[config.mk]
export PLATFORM = sky130hd
export DESIGN_NAME = ultrasonic_echo_ranger_max_core_flat
export DESIGN_NICKNAME = d
export VERILOG_FILES = /design/src/rtl/core/uerm_pkg.sv /design/src/rtl/core/uerm_tick_if.sv /design/src/rtl/core/uerm_result_if.sv /design/src/rtl/core/uerm_scale.sv /design/src/rtl/core/ultrasonic_echo_ranger_max_core.sv /design/src/flat_wrapper.sv
export VERILOG_INCLUDE_DIRS = /design/src /design/src/rtl/core
export SDC_FILE = /design/constraint.sdc
export NUM_CORES = 2
export LEC_CHECK = 0
export BUFFER_PORTS_ARGS = -buffer_cell sky130_fd_sc_hd__buf_2
export CAP_MARGIN = 20
export CORE_UTILIZATION = 55
export DETAILED_ROUTE_END_ITERATION = 8
export MAX_ROUTING_LAYER = met4
export PLACE_DENSITY = 0.72
export SKIP_CTS_REPAIR_TIMING = 1
export SYNTH_ARGS = -nofsm -noshare
export SYNTH_HDL_FRONTEND = slang
export SYNTH_SLANG_ARGS = --single-unit
[constraint.sdc]
create_clock -name clk -period 15.5 [get_ports clk]
set_input_delay 2.325 -clock clk [delete_from_list [all_inputs] [get_ports clk]]
set_output_delay 2.325 -clock clk [all_outputs]
set_load 0.05 [all_outputs]
[src/rtl/core/ultrasonic_echo_ranger_max_core_assert.svh]
// Assertion macros for the echo ranger core.
// Depends on nothing; the asserting modules include this header by file name.
`ifndef ULTRASONIC_ECHO_RANGER_MAX_CORE_ASSERT_SVH
`define ULTRASONIC_ECHO_RANGER_MAX_CORE_ASSERT_SVH

// Check a consequent in the same cycle as its antecedent.
`define UERM_ASSERT_NOW(label, clk, rst, ante, cons) \
  label: assert property (@(posedge clk) disable iff (rst) (ante) |-> (cons)) \
    else $error("uerm: same-cycle check failed");

// Check a consequent in the cycle after its antecedent.
`define UERM_ASSERT_NEXT(label, clk, rst, ante, cons) \
  label: assert property (@(posedge clk) disable iff (rst) (ante) |=> (cons)) \
    else $error("uerm: next-cycle check failed");

`endif

[src/rtl/core/uerm_pkg.sv]
// Shared types and constants of the echo ranger core.
// No dependencies; used by the channel interfaces and all modules.
package uerm_pkg;

  localparam int COUNT_WIDTH_DEF = 24;
  localparam int REG_WIDTH       = 24;
  localparam int RCOUNT_WIDTH    = 4;
  localparam int SCALE_WIDTH     = 19;
  localparam int DIST_WIDTH      = 27;
  localparam int CFG_IDX_WIDTH   = 3;

  localparam logic [DIST_WIDTH-1:0] DIST_MAX = '1;

  // Register indexes on the configuration port
  localparam logic [CFG_IDX_WIDTH-1:0] REG_PRE_LOW       = 3'd0;
  localparam logic [CFG_IDX_WIDTH-1:0] REG_PULSE         = 3'd1;
  localparam logic [CFG_IDX_WIDTH-1:0] REG_SLOT          = 3'd2;
  localparam logic [CFG_IDX_WIDTH-1:0] REG_READING_COUNT = 3'd3;
  localparam logic [CFG_IDX_WIDTH-1:0] REG_SCALE         = 3'd4;

  // Register reset values
  localparam logic [REG_WIDTH-1:0]    PRE_LOW_RST       = 24'd2000;
  localparam logic [REG_WIDTH-1:0]    PULSE_RST         = 24'd10000;
  localparam logic [REG_WIDTH-1:0]    SLOT_RST          = 24'd200000;
  localparam logic [RCOUNT_WIDTH-1:0] READING_COUNT_RST = 4'd5;
  localparam logic [SCALE_WIDTH-1:0]  SCALE_RST         = 19'd287722;

  // Phase codes
  localparam logic [2:0] PH_IDLE     = 3'd0;
  localparam logic [2:0] PH_PRELOW   = 3'd1;
  localparam logic [2:0] PH_PULSE    = 3'd2;
  localparam logic [2:0] PH_WAITRISE = 3'd3;
  localparam logic [2:0] PH_HIGH     = 3'd4;
  localparam logic [2:0] PH_SLOTWAIT = 3'd5;

  typedef struct packed {
    logic start_req;
    logic echo;
  } tick_word_t;

  typedef struct packed {
    logic                  trigger;
    logic                  busy_res;
    logic                  sample_valid;
    logic [DIST_WIDTH-1:0] sample_distance;
    logic                  done_res;
    logic [DIST_WIDTH-1:0] max_distance;
  } result_word_t;

endpackage

[src/rtl/core/uerm_tick_if.sv]
// Valid/ready channel carrying one timebase tick word.
// Depends on uerm_pkg.
interface uerm_tick_if;
  logic                   valid;
  logic                   ready;
  uerm_pkg::tick_word_t   word;

  modport source (output valid, output word, input ready);
  modport sink   (input valid, input word, output ready);
endinterface

[src/rtl/core/uerm_result_if.sv]
// Valid/ready channel carrying one result word per tick.
// Depends on uerm_pkg.
interface uerm_result_if;
  logic                   valid;
  logic                   ready;
  uerm_pkg::result_word_t word;

  modport source (output valid, output word, input ready);
  modport sink   (input valid, input word, output ready);
endinterface

[src/rtl/core/uerm_scale.sv]
// Echo width to distance: multiply by Q0.24 factor, round half up to Q8, saturate.
// Depends on uerm_pkg.
module uerm_scale #(
  parameter int COUNT_WIDTH = uerm_pkg::COUNT_WIDTH_DEF
) (
  input  logic [COUNT_WIDTH-1:0]           width,
  input  logic [uerm_pkg::SCALE_WIDTH-1:0] scale,
  output logic [uerm_pkg::DIST_WIDTH-1:0]  distance
);

  localparam int PRODW = COUNT_WIDTH + uerm_pkg::SCALE_WIDTH;
  localparam int SUMW  = PRODW + 1;
  localparam int DW    = SUMW - 16;
  localparam int EXW   = (DW > uerm_pkg::DIST_WIDTH + 1) ? DW : uerm_pkg::DIST_WIDTH + 1;

  logic [PRODW-1:0] prod;
  logic [SUMW-1:0]  sum;
  logic [DW-1:0]    d_wide;
  logic [EXW-1:0]   d_ext;

  assign prod   = PRODW'(width) * PRODW'(scale);
  assign sum    = SUMW'(prod) + SUMW'(1 << 15);
  assign d_wide = sum[SUMW-1:16];
  assign d_ext  = EXW'(d_wide);
  // clamp to full scale of the distance field
  assign distance = (d_ext > EXW'(uerm_pkg::DIST_MAX)) ? uerm_pkg::DIST_MAX
                                                      : d_ext[uerm_pkg::DIST_WIDTH-1:0];

endmodule

[src/rtl/core/ultrasonic_echo_ranger_max_core.sv]
// Top level of the ultrasonic echo ranger: sequencer, counters, output register.
// Depends on uerm_pkg, uerm_tick_if, uerm_result_if, uerm_scale and the assert header.
//
// Usage:
//   tick   - sink channel, one word per timebase tick: start_req and the sampled
//            echo level. A start while idle runs reading_count readings (at least
//            one), one per slot of at least slot_ticks ticks: trigger low, trigger
//            high, wait for the echo to rise, count its high width.
//   result - source channel, exactly one word per accepted tick: trigger level,
//            busy, per-reading distance (cm, 8 fraction bits), done and the
//            running maximum of the series.
//   cfg    - write port (cfg_we, cfg_index, cfg_data); write only while idle.
// The result word of an accepted tick is loaded into the result register by the accepting edge.
// Throughput: one tick per cycle while the result side is not stalled; the logic between
//   the state registers and the result register is the sequencer's next-state logic and
//   one width-by-scale multiply with its round, clamp and max compare.
// Stall: the result register holds its word while result.ready is low, and
//   tick.ready drops until it is taken, so no word is lost or repeated.
// Reset: rst (synchronous) returns the sequencer to idle, clears counters and
//   the maximum, loads the register defaults and empties the result register.
`include "ultrasonic_echo_ranger_max_core_assert.svh"

module ultrasonic_echo_ranger_max_core #(
  parameter int COUNT_WIDTH = uerm_pkg::COUNT_WIDTH_DEF
) (
  input  logic                               clk,
  input  logic                               rst,
  uerm_tick_if.sink                          tick,
  uerm_result_if.source                      result,
  input  logic                               cfg_we,
  input  logic [uerm_pkg::CFG_IDX_WIDTH-1:0] cfg_index,
  input  logic [uerm_pkg::REG_WIDTH-1:0]     cfg_data
);

  localparam int RW   = uerm_pkg::REG_WIDTH;
  localparam int CNTW = uerm_pkg::RCOUNT_WIDTH;
  localparam int DSTW = uerm_pkg::DIST_WIDTH;
  localparam int CMPW = (COUNT_WIDTH > RW) ? COUNT_WIDTH : RW;

  // Configuration registers
  logic [RW-1:0]                    pre_low_ticks;
  logic [RW-1:0]                    pulse_ticks;
  logic [RW-1:0]                    slot_ticks;
  logic [CNTW-1:0]                  reading_count;
  logic [uerm_pkg::SCALE_WIDTH-1:0] scale_q24;

  // Sequencer state
  logic [2:0]             phase, phase_next;
  logic [COUNT_WIDTH-1:0] phase_ticks, phase_ticks_next;
  logic [COUNT_WIDTH-1:0] slot_elapsed, slot_elapsed_next;
  logic [COUNT_WIDTH-1:0] echo_width, echo_width_next;
  logic [CNTW-1:0]        reading_index, reading_index_next;
  logic [DSTW-1:0]        best_distance, best_distance_next;

  // Output register
  logic                   out_valid;
  uerm_pkg::result_word_t out_word;
  uerm_pkg::result_word_t word_next;

  logic            accept;
  logic [DSTW-1:0] width_distance;
  logic            start_now;
  logic [CNTW:0]   index_inc;

  function automatic logic [COUNT_WIDTH-1:0] sat_inc(input logic [COUNT_WIDTH-1:0] v);
    sat_inc = (v == '1) ? v : v + COUNT_WIDTH'(1);
  endfunction

  // A saturated counter counts as reaching any limit.
  function automatic logic reached(input logic [COUNT_WIDTH-1:0] c,
                                   input logic [RW-1:0] lim);
    reached = (CMPW'(c) >= CMPW'(lim)) || (c == '1);
  endfunction

  assign tick.ready   = !out_valid || result.ready;
  assign accept       = tick.valid && tick.ready;
  assign result.valid = out_valid;
  assign result.word  = out_word;

  // Distance of the width counted so far; used on the tick the echo falls.
  uerm_scale #(
    .COUNT_WIDTH (COUNT_WIDTH)
  ) u_scale (
    .width    (echo_width),
    .scale    (scale_q24),
    .distance (width_distance)
  );

  // Configuration writes
  always_ff @(posedge clk) begin
    if (rst) begin
      pre_low_ticks <= uerm_pkg::PRE_LOW_RST;
      pulse_ticks   <= uerm_pkg::PULSE_RST;
      slot_ticks    <= uerm_pkg::SLOT_RST;
      reading_count <= uerm_pkg::READING_COUNT_RST;
      scale_q24     <= uerm_pkg::SCALE_RST;
    end else if (cfg_we) begin
      case (cfg_index)
        uerm_pkg::REG_PRE_LOW:       pre_low_ticks <= cfg_data;
        uerm_pkg::REG_PULSE:         pulse_ticks   <= cfg_data;
        uerm_pkg::REG_SLOT:          slot_ticks    <= cfg_data;
        uerm_pkg::REG_READING_COUNT: reading_count <= cfg_data[CNTW-1:0];
        uerm_pkg::REG_SCALE:         scale_q24     <= cfg_data[uerm_pkg::SCALE_WIDTH-1:0];
        default: ;
      endcase
    end
  end

  // One tick of the sequencer
  always_comb begin
    start_now = (phase == uerm_pkg::PH_IDLE) && tick.word.start_req;
    index_inc = (CNTW + 1)'(reading_index) + (CNTW + 1)'(1);

    // a start clears the series state and enters the first pre-low tick
    phase_next         = start_now ? uerm_pkg::PH_PRELOW : phase;
    phase_ticks_next   = start_now ? '0 : phase_ticks;
    slot_elapsed_next  = start_now ? '0 : slot_elapsed;
    echo_width_next    = start_now ? '0 : echo_width;
    reading_index_next = start_now ? '0 : reading_index;
    best_distance_next = start_now ? '0 : best_distance;

    word_next = '0;

    if (phase_next != uerm_pkg::PH_IDLE) begin
      word_next.busy_res = 1'b1;
      slot_elapsed_next  = sat_inc(slot_elapsed_next);
      case (phase_next)
        uerm_pkg::PH_PRELOW: begin
          phase_ticks_next = sat_inc(phase_ticks_next);
          if (reached(phase_ticks_next, pre_low_ticks)) begin
            phase_next       = uerm_pkg::PH_PULSE;
            phase_ticks_next = '0;
          end
        end
        uerm_pkg::PH_PULSE: begin
          word_next.trigger = 1'b1;
          phase_ticks_next  = sat_inc(phase_ticks_next);
          if (reached(phase_ticks_next, pulse_ticks)) begin
            phase_next       = uerm_pkg::PH_WAITRISE;
            phase_ticks_next = '0;
          end
        end
        uerm_pkg::PH_WAITRISE: begin
          if (tick.word.echo) begin
            echo_width_next = COUNT_WIDTH'(1);
            phase_next      = uerm_pkg::PH_HIGH;
          end
        end
        uerm_pkg::PH_HIGH: begin
          if (tick.word.echo) begin
            echo_width_next = sat_inc(echo_width);
          end else begin
            // echo fell: report the reading and keep the larger distance
            word_next.sample_valid    = 1'b1;
            word_next.sample_distance = width_distance;
            if (width_distance > best_distance) begin
              best_distance_next = width_distance;
            end
            phase_next = uerm_pkg::PH_SLOTWAIT;
          end
        end
        default: begin
          // slot wait: advance to the next reading or finish the series
          if (reached(slot_elapsed_next, slot_ticks)) begin
            if (index_inc >= (CNTW + 1)'(reading_count)) begin
              word_next.done_res = 1'b1;
              phase_next         = uerm_pkg::PH_IDLE;
              reading_index_next = '0;
            end else begin
              reading_index_next = index_inc[CNTW-1:0];
              phase_next         = uerm_pkg::PH_PRELOW;
            end
            slot_elapsed_next = '0;
            phase_ticks_next  = '0;
            echo_width_next   = '0;
          end
        end
      endcase
    end

    word_next.max_distance = best_distance_next;
  end

  // State advances only on an accepted tick
  always_ff @(posedge clk) begin
    if (rst) begin
      phase         <= uerm_pkg::PH_IDLE;
      phase_ticks   <= '0;
      slot_elapsed  <= '0;
      echo_width    <= '0;
      reading_index <= '0;
      best_distance <= '0;
    end else if (accept) begin
      phase         <= phase_next;
      phase_ticks   <= phase_ticks_next;
      slot_elapsed  <= slot_elapsed_next;
      echo_width    <= echo_width_next;
      reading_index <= reading_index_next;
      best_distance <= best_distance_next;
    end
  end

  // Result register: load on accept, drop once taken, hold while stalled
  always_ff @(posedge clk) begin
    if (rst) begin
      out_valid <= 1'b0;
    end else if (accept) begin
      out_valid <= 1'b1;
    end else if (result.ready) begin
      out_valid <= 1'b0;
    end
  end

  always_ff @(posedge clk) begin
    if (accept) begin
      out_word <= word_next;
    end
  end

  // Never take a tick while an untaken word sits in the result register
  `UERM_ASSERT_NOW(a_no_overwrite, clk, rst, out_valid && !result.ready, !tick.ready)
  // Every accepted tick yields a word on the next cycle
  `UERM_ASSERT_NEXT(a_word_follows, clk, rst, accept, out_valid)
  // A distance is only reported with its valid flag
  `UERM_ASSERT_NOW(a_dist_gated, clk, rst, out_valid && !out_word.sample_valid, out_word.sample_distance == '0)
  // The running maximum covers the reading just reported
  `UERM_ASSERT_NOW(a_max_covers, clk, rst, out_valid && out_word.sample_valid, out_word.max_distance >= out_word.sample_distance)
  // Readings, the trigger and the done flag only occur inside a series
  `UERM_ASSERT_NOW(a_busy_covers, clk, rst, out_valid && (out_word.sample_valid || out_word.trigger || out_word.done_res), out_word.busy_res)

endmodule

[src/flat_wrapper.sv]
// flat-port wrapper written by rule: the top's interface ports become plain ports
module ultrasonic_echo_ranger_max_core_flat 
#(
  parameter int COUNT_WIDTH = uerm_pkg::COUNT_WIDTH_DEF
)
  (clk, rst, cfg_we, cfg_index, cfg_data, tick_valid, tick_word, tick_ready, result_valid, result_word, result_ready);
  uerm_tick_if tick_i ();
  uerm_result_if result_i ();
  input  logic clk;
  input  logic rst;
  input  logic cfg_we;
  input  logic [uerm_pkg::CFG_IDX_WIDTH-1:0] cfg_index;
  input  logic [uerm_pkg::REG_WIDTH-1:0] cfg_data;
  input wire logic [$bits(tick_i.valid)-1:0] tick_valid;
  input wire logic [$bits(tick_i.word)-1:0] tick_word;
  output wire logic [$bits(tick_i.ready)-1:0] tick_ready;
  output wire logic [$bits(result_i.valid)-1:0] result_valid;
  output wire logic [$bits(result_i.word)-1:0] result_word;
  input wire logic [$bits(result_i.ready)-1:0] result_ready;
  assign tick_i.valid = tick_valid;
  assign tick_i.word = tick_word;
  assign tick_ready = tick_i.ready;
  assign result_valid = result_i.valid;
  assign result_word = result_i.word;
  assign result_i.ready = result_ready;
  ultrasonic_echo_ranger_max_core #(.COUNT_WIDTH(COUNT_WIDTH)) u_core (.clk(clk), .rst(rst), .tick(tick_i), .result(result_i), .cfg_we(cfg_we), .cfg_index(cfg_index), .cfg_data(cfg_data));
endmodule
==> Word level (Yosys, flattened, before mapping) <==
Cells that the tools add are included.
{ "word_totals": {"n_memories": 0, "mem_bits_rw": 0, "romBits": 0, "wordCells": 118, "latchBits": 0, "out_inout_bits": 60, "regBits": 260} }
{ "op_classes": {"n_eq_ne": 14, "mul": 1, "div_mod_pow": 0, "n_bitwise": 3, "n_shift": 0, "addsub": 5, "magnitude_cmp": 6, "n_mux": 48, "reduce_logical": 23} }
{ "op_table": {"columns": ["cell", "count"], "rows": [
  ["two-way mux 24 bit", 17],
  ["two-way mux 27 bit", 6],
  ["case mux 24 bit (3 select lines)", 2],
  ["== test 24 bit, second input constant", 5],
  ["adder 24 x 1 -> 24 bit, second input constant", 3],
  ["greater-or-equal comparator 24 bit", 3],
  ["two-way mux 28 bit", 2],
  ["adder 43 x 16 -> 44 bit, second input constant", 1],
  ["multiplier 24 x 19 -> 43 bit", 1],
  ["two-way mux 30 bit", 1],
  ["> comparator 28 x 27 -> 1 bit, second input constant", 1],
  ["> comparator 27 bit", 1],
  ["two-way mux 3 bit", 7],
  ["two-way mux 4 bit", 5],
  ["AND reduction 2 bit", 7],
  ["== test 3 x 2 -> 1 bit, second input constant", 4],
  ["case mux 3 bit (4 select lines)", 1],
  ["two-way mux 1 bit", 7],
  ["== test 3 x 1 -> 1 bit, second input constant", 2],
  ["== test 3 bit, second input constant", 2],
  ["logical NOT 3 bit", 2],
  ["OR reduction 6 bit", 1],
  ["adder 4 x 1 -> 5 bit, second input constant", 1],
  ["greater-or-equal comparator 5 x 4 -> 1 bit", 1],
  ["10 further kinds", 17]
]} }

==> Depth between registers and ports, before layout <==
{ "logic_depth": {"depth_word": 10, "depth_mapped": 40, "depth_no_buf": 35} }

==> Cells and area by module <==
A second synthesis with hierarchy kept.
{ "unflattened": {"cells_unflattened": 3559, "area_unflattened_um2": 30550.6} }
{ "modules_own_cells": {"columns": ["module", "seq_area_each_um2", "area_each_um2", "instances", "cells_each"], "rows": [
  ["uerm_scale", 0.0, 15417.3, 1, 1745],
  ["ultrasonic_echo_ranger_max_core", 5785.5, 15133.3, 1, 1814]
]} }

==> Least setup slack after synthesis <==
No wires, ideal clock.
{ "synth_timing": {"path_kind": "register to register", "start": "reg u_core.echo_width[8]", "end": "reg u_core.best_distance[18]", "required_time_ps": 15431, "arrival_time_ps": 8821, "stages_incl_launch_ff": 36, "setup_ps": 69, "synth_period_minus_slack_ps": 8890, "n_path_buf": 4, "path_slack_ps": 6610, "path_cell_list": "dfxtp_1 > clkbuf_1 > nand2_1 > fa_1 > fa_1 > fa_1 > inv_1 > fa_1 > fa_1 > fa_1 > fa_1 > ha_1 > a21o_1 > a21boi_0 > o21bai_1 > a221oi_1 > a211oi_1 > o31ai_1 > a31oi_1 > xnor2_2 > buf_2 > nor2_1 > inv_1 > ha_1 > nor2b_1 > o21a_1 > o21ai_0 > a211oi_1 > nor4_1 > o31ai_1 > o21ai_0 > clkbuf_1 > o2bb2ai_1 > clkbuf_1 > nand2_1 > o21ai_1"} }
{ "synth_via": {"elab_chain_cells": 9} }
{ "synth_lines": {"columns": ["item", "line", "rtl"], "rows": [
  ["start: declaration", "ultrasonic_echo_ranger_max_core.sv:51", "logic [COUNT_WIDTH-1:0] echo_width, echo_width_next;"],
  ["start signal: assignment", "ultrasonic_echo_ranger_max_core.sv:197", "echo_width <= echo_width_next;"],
  ["multiplier 24 x 19 -> 43 bit (*)", "uerm_scale.sv:21", "assign prod = PRODW'(width) * PRODW'(scale);"],
  ["adder 43 x 16 -> 44 bit (*)", "uerm_scale.sv:22", "assign sum = SUMW'(prod) + SUMW'(1 << 15);"],
  ["> comparator 28 x 27 -> 1 bit", "uerm_scale.sv:26", "assign distance = (d_ext > EXW'(uerm_pkg::DIST_MAX)) ? uerm_pkg::DIST_MAX"],
  ["two-way mux 27 bit (*)", "uerm_scale.sv:26", null],
  ["net u_core.u_scale.distance, one bit", "uerm_scale.sv:8", "output logic [uerm_pkg::DIST_WIDTH-1:0] distance"],
  ["> comparator 27 bit (*)", "ultrasonic_echo_ranger_max_core.sv:156", "if (width_distance > best_distance) begin"],
  ["two-way mux 27 bit (*)", "ultrasonic_echo_ranger_max_core.sv:156", null],
  ["two-way mux 27 bit (*)", "ultrasonic_echo_ranger_max_core.sv:150", "if (tick.word.echo) begin"],
  ["two-way mux 27 bit (*)", "ultrasonic_echo_ranger_max_core.sv:127", "case (phase_next)"],
  ["two-way mux 27 bit (*)", "ultrasonic_echo_ranger_max_core.sv:124", "if (phase_next != uerm_pkg::PH_IDLE) begin"],
  ["end signal: assignment", "ultrasonic_echo_ranger_max_core.sv:199", "best_distance <= best_distance_next;"],
  ["end: declaration", "ultrasonic_echo_ranger_max_core.sv:53", "logic [DSTW-1:0] best_distance, best_distance_next;"]
]} }
Mark *: on every way through the listed nets, which the timed path passes. The rest lies on a longest branch.
A chain may end at the register's enable or synchronous reset.

==> Worst setup path in the final report <==
{ "layout_timing": {"start": "reg u_core.echo_width[12]", "end": "reg u_core.best_distance[17]"} }
The elaborated chain is that of the path after synthesis.

==> metrics.cfg <==
[status]
run_status = finished, final reports clean

[grt]
grt_use_total = 0.284
antenna_found_initial = 0
gr-total-overflow = 0
grt_pass1_wl_um = 120000
grt_pass1_vias = 22900
grt_start_max_net_pins = 85

[detailed_routing]
drt_iter0_markers = 1822
first_pass_iters = 5
drt-total-wl_um = 73200
antenna_left = 0
vias = 23700
drc_errors = 0
via_per_inst = 5.70
avgRoutedWirePerCell_um = 17.6

[timing]
period_share = 0.731
fin_worst_skew_ns = 0.0130
grt_setup_unrepaired = no
setup_slack_ns = 4.16
worstMarginPinSlew_ns = 1.12
slew_viol_final = 0
fmax_mhz = 88.2
period_needed_ns = 11.34
totalNegativeSetupSlack_ns = 0
maxSlewHeadroom = 0.250
setup_viol = 0
hold_violations = 0
fin_hold_ws_ns = 0.455

[synthesis]
synthXorXnorAreaFrac = 0.0168
synth_top_family_by_area = adder cells
synth_seq_area_share = 0.195
synth_edf_count = 58
synth_compound_area_frac = 0.112
synth_area_leader_cell = fa_1
ys.flop_type = dfxtp_1
synth_most_common_cell = nand2_1
synthAdderAreaFrac = 0.367
netlist_area_um2 = 29600
synthArstFlopShare = 0
yosys.area_share.simple = 0.209
ys_types = 83
synth_area_per_cell_um2 = 8.52
synth.area.top_cells = fa_1 25%, dfxtp_1 14%, ha_1 11%
synthCells = 3474
ys_ff_latch = 260
syn_nets = 4153
ys_warn_count = 0
synth_top_cells_by_count = 541 x nand2_1, 532 x inv_1, 374 x fa_1
netlist.area_leader.share = 0.253
synth.mux.area_fraction = 0.00452

[worst_setup_path]
cp_top_family = adder cells
end_kind = flip-flop
path_max_fanout = 28
crit_type = flip-flop to flip-flop
critPathMaxStageDelay_ns = 0.90
path_common_cell = fa_1
path_buf_inv = 4
cpMaxStageDelayCell = dfxtp_1
cp.arrival_ns = 11.77
required_ns = 15.93
start_kind = flip-flop

[clock_tree]
cts_htree_levels = 1
clock_latency_ns = 0.59
cts_buffers = 29
root_buffer = clkbuf_16
cts_num_sinks = 260
cts.path.max_buffers = 3
cts_tree = yes
cts.reportedPaths.clkPinSlew_ns = 0.07

[placement]
place_hpwl_um = 55900
gp_congestion = 0.971
post_dp_cell_area_um2 = 30500
io_buffers = 93
place_inst = 4101
place_ws_ns = 4.48

[finish]
final_util = 0.595
nFillCells = 4718
nets = 4125
n_antenna_cell = 0
areaGrowthSynthToFinish_pct = 6.29
final_cells = 4156
fin_area_um2 = 31500
regArea_um2 = 5790
multi_input_area_um2 = 21100
drive_above_1_share = 0.0646

[worst_hold_path]
hp-class = flip-flop to flip-flop

[floorplanning]
die_w_um = 234
io_pins = 94
coreArea_um2 = 52900
dieArea_um2 = 54800
rows = 84
die_h_um = 234
start_util = 0.560

[run]
maxCapViolCount = 0

[power]
vdd.ir_drop.worst_mv = 0.0835
total_power_mw = 1.60
p_leak_nw = 14.8
p_per_area_nw_per_um2 = 50.7

==> placed cells by master, fill, tap and decap left out, drive strengths merged, types with 95 or more instances in the layout <==
cell type / instances
fa: 374
inv: 536
a21oi: 169
and2: 237
nand3: 95
buf: 131
nor2: 153
ha: 271
dfxtp: 202
nand2: 541
o21ai: 116
==> path summary, 6_finish.rpt <==
path | start | to | slack, ns | depth (start not counted)
worst max-delay path | u_core.echo_width[12] | u_core.best_distance[17] | 4.16 | 32
worst min-delay path | u_core.slot_ticks[7] | u_core.slot_ticks[7] | 0.45 | 2
worst max register to register | u_core.echo_width[12] | u_core.best_distance[17] | 4.16 | 32
worst min register to register | u_core.slot_ticks[7] | u_core.slot_ticks[7] | 0.45 | 2
==> final cells by class <==
cell class                      instances  area share
Clock buffer                           39      0.0258
Clock inverter                         14     0.00561
Inverter                              532      0.0634
Multi-Input combinational cell       2492       0.669
Sequential cell                       260       0.184
Tap cell                              688      0.0274
Timing Repair Buffer                  131      0.0247
==> registers in the layout, summed over array words and instances, names as in the netlist <==
| name | flops |
|---|---|
| u_core.best_distance | 27 |
| u_core.echo_width | 24 |
| u_core.phase | 3 |
| u_core.phase_ticks | 24 |
| u_core.pre_low_ticks | 24 |
| u_core.pulse_ticks | 24 |
| u_core.reading_count | 4 |
| u_core.reading_index | 4 |
| u_core.result.valid | 1 |
| u_core.result.word | 58 |
| u_core.scale_q24 | 19 |
| u_core.slot_elapsed | 24 |
| u_core.slot_ticks | 24 |
==> logic make-up (layout without fill, tap and decap cells) <==
kind of cell,Yosys count,in the layout
buffers and inverters,722,716
DFF,260,260
and+or+nand+nor,1259,1259
xor gates and xnor gates,56,56
AOI/OAI and AO/OA,519,519
muxes,13,13
adders and majority gates,645,645
==> worst reg2reg max path: cells and delay by family (launching register included) <==
kind,cells,cell delay [ns]
buffers and inverters,4,0.41
flip-flops,1,0.90
AO/OA/AOI/OAI,13,3.59
XOR/XNOR,1,0.16
AND/OR/NAND/NOR,5,1.96
adder cells (fa/ha/maj),9,4.16
==> per-layer routing <==
layer / up-vias / GRT usage / routed length (um)
li1: 11200 / - / -
met1: 11600 / 0.389 / 32100
met2: 727 / 0.441 / 34200
met3: 154 / 0.0286 / 4530
met4: 0 / 0.0911 / 2400
met5: - / - / 0
==> where the power goes <==
part	leakage (nW)	internal [mW]	switching, mW
clock	0.488	0.421	0.300
combinational	12.1	0.0419	0.114
sequential	2.22	0.706	0.0138
total	14.8	1.17	0.428
Power figures use the tool's default switching activity.
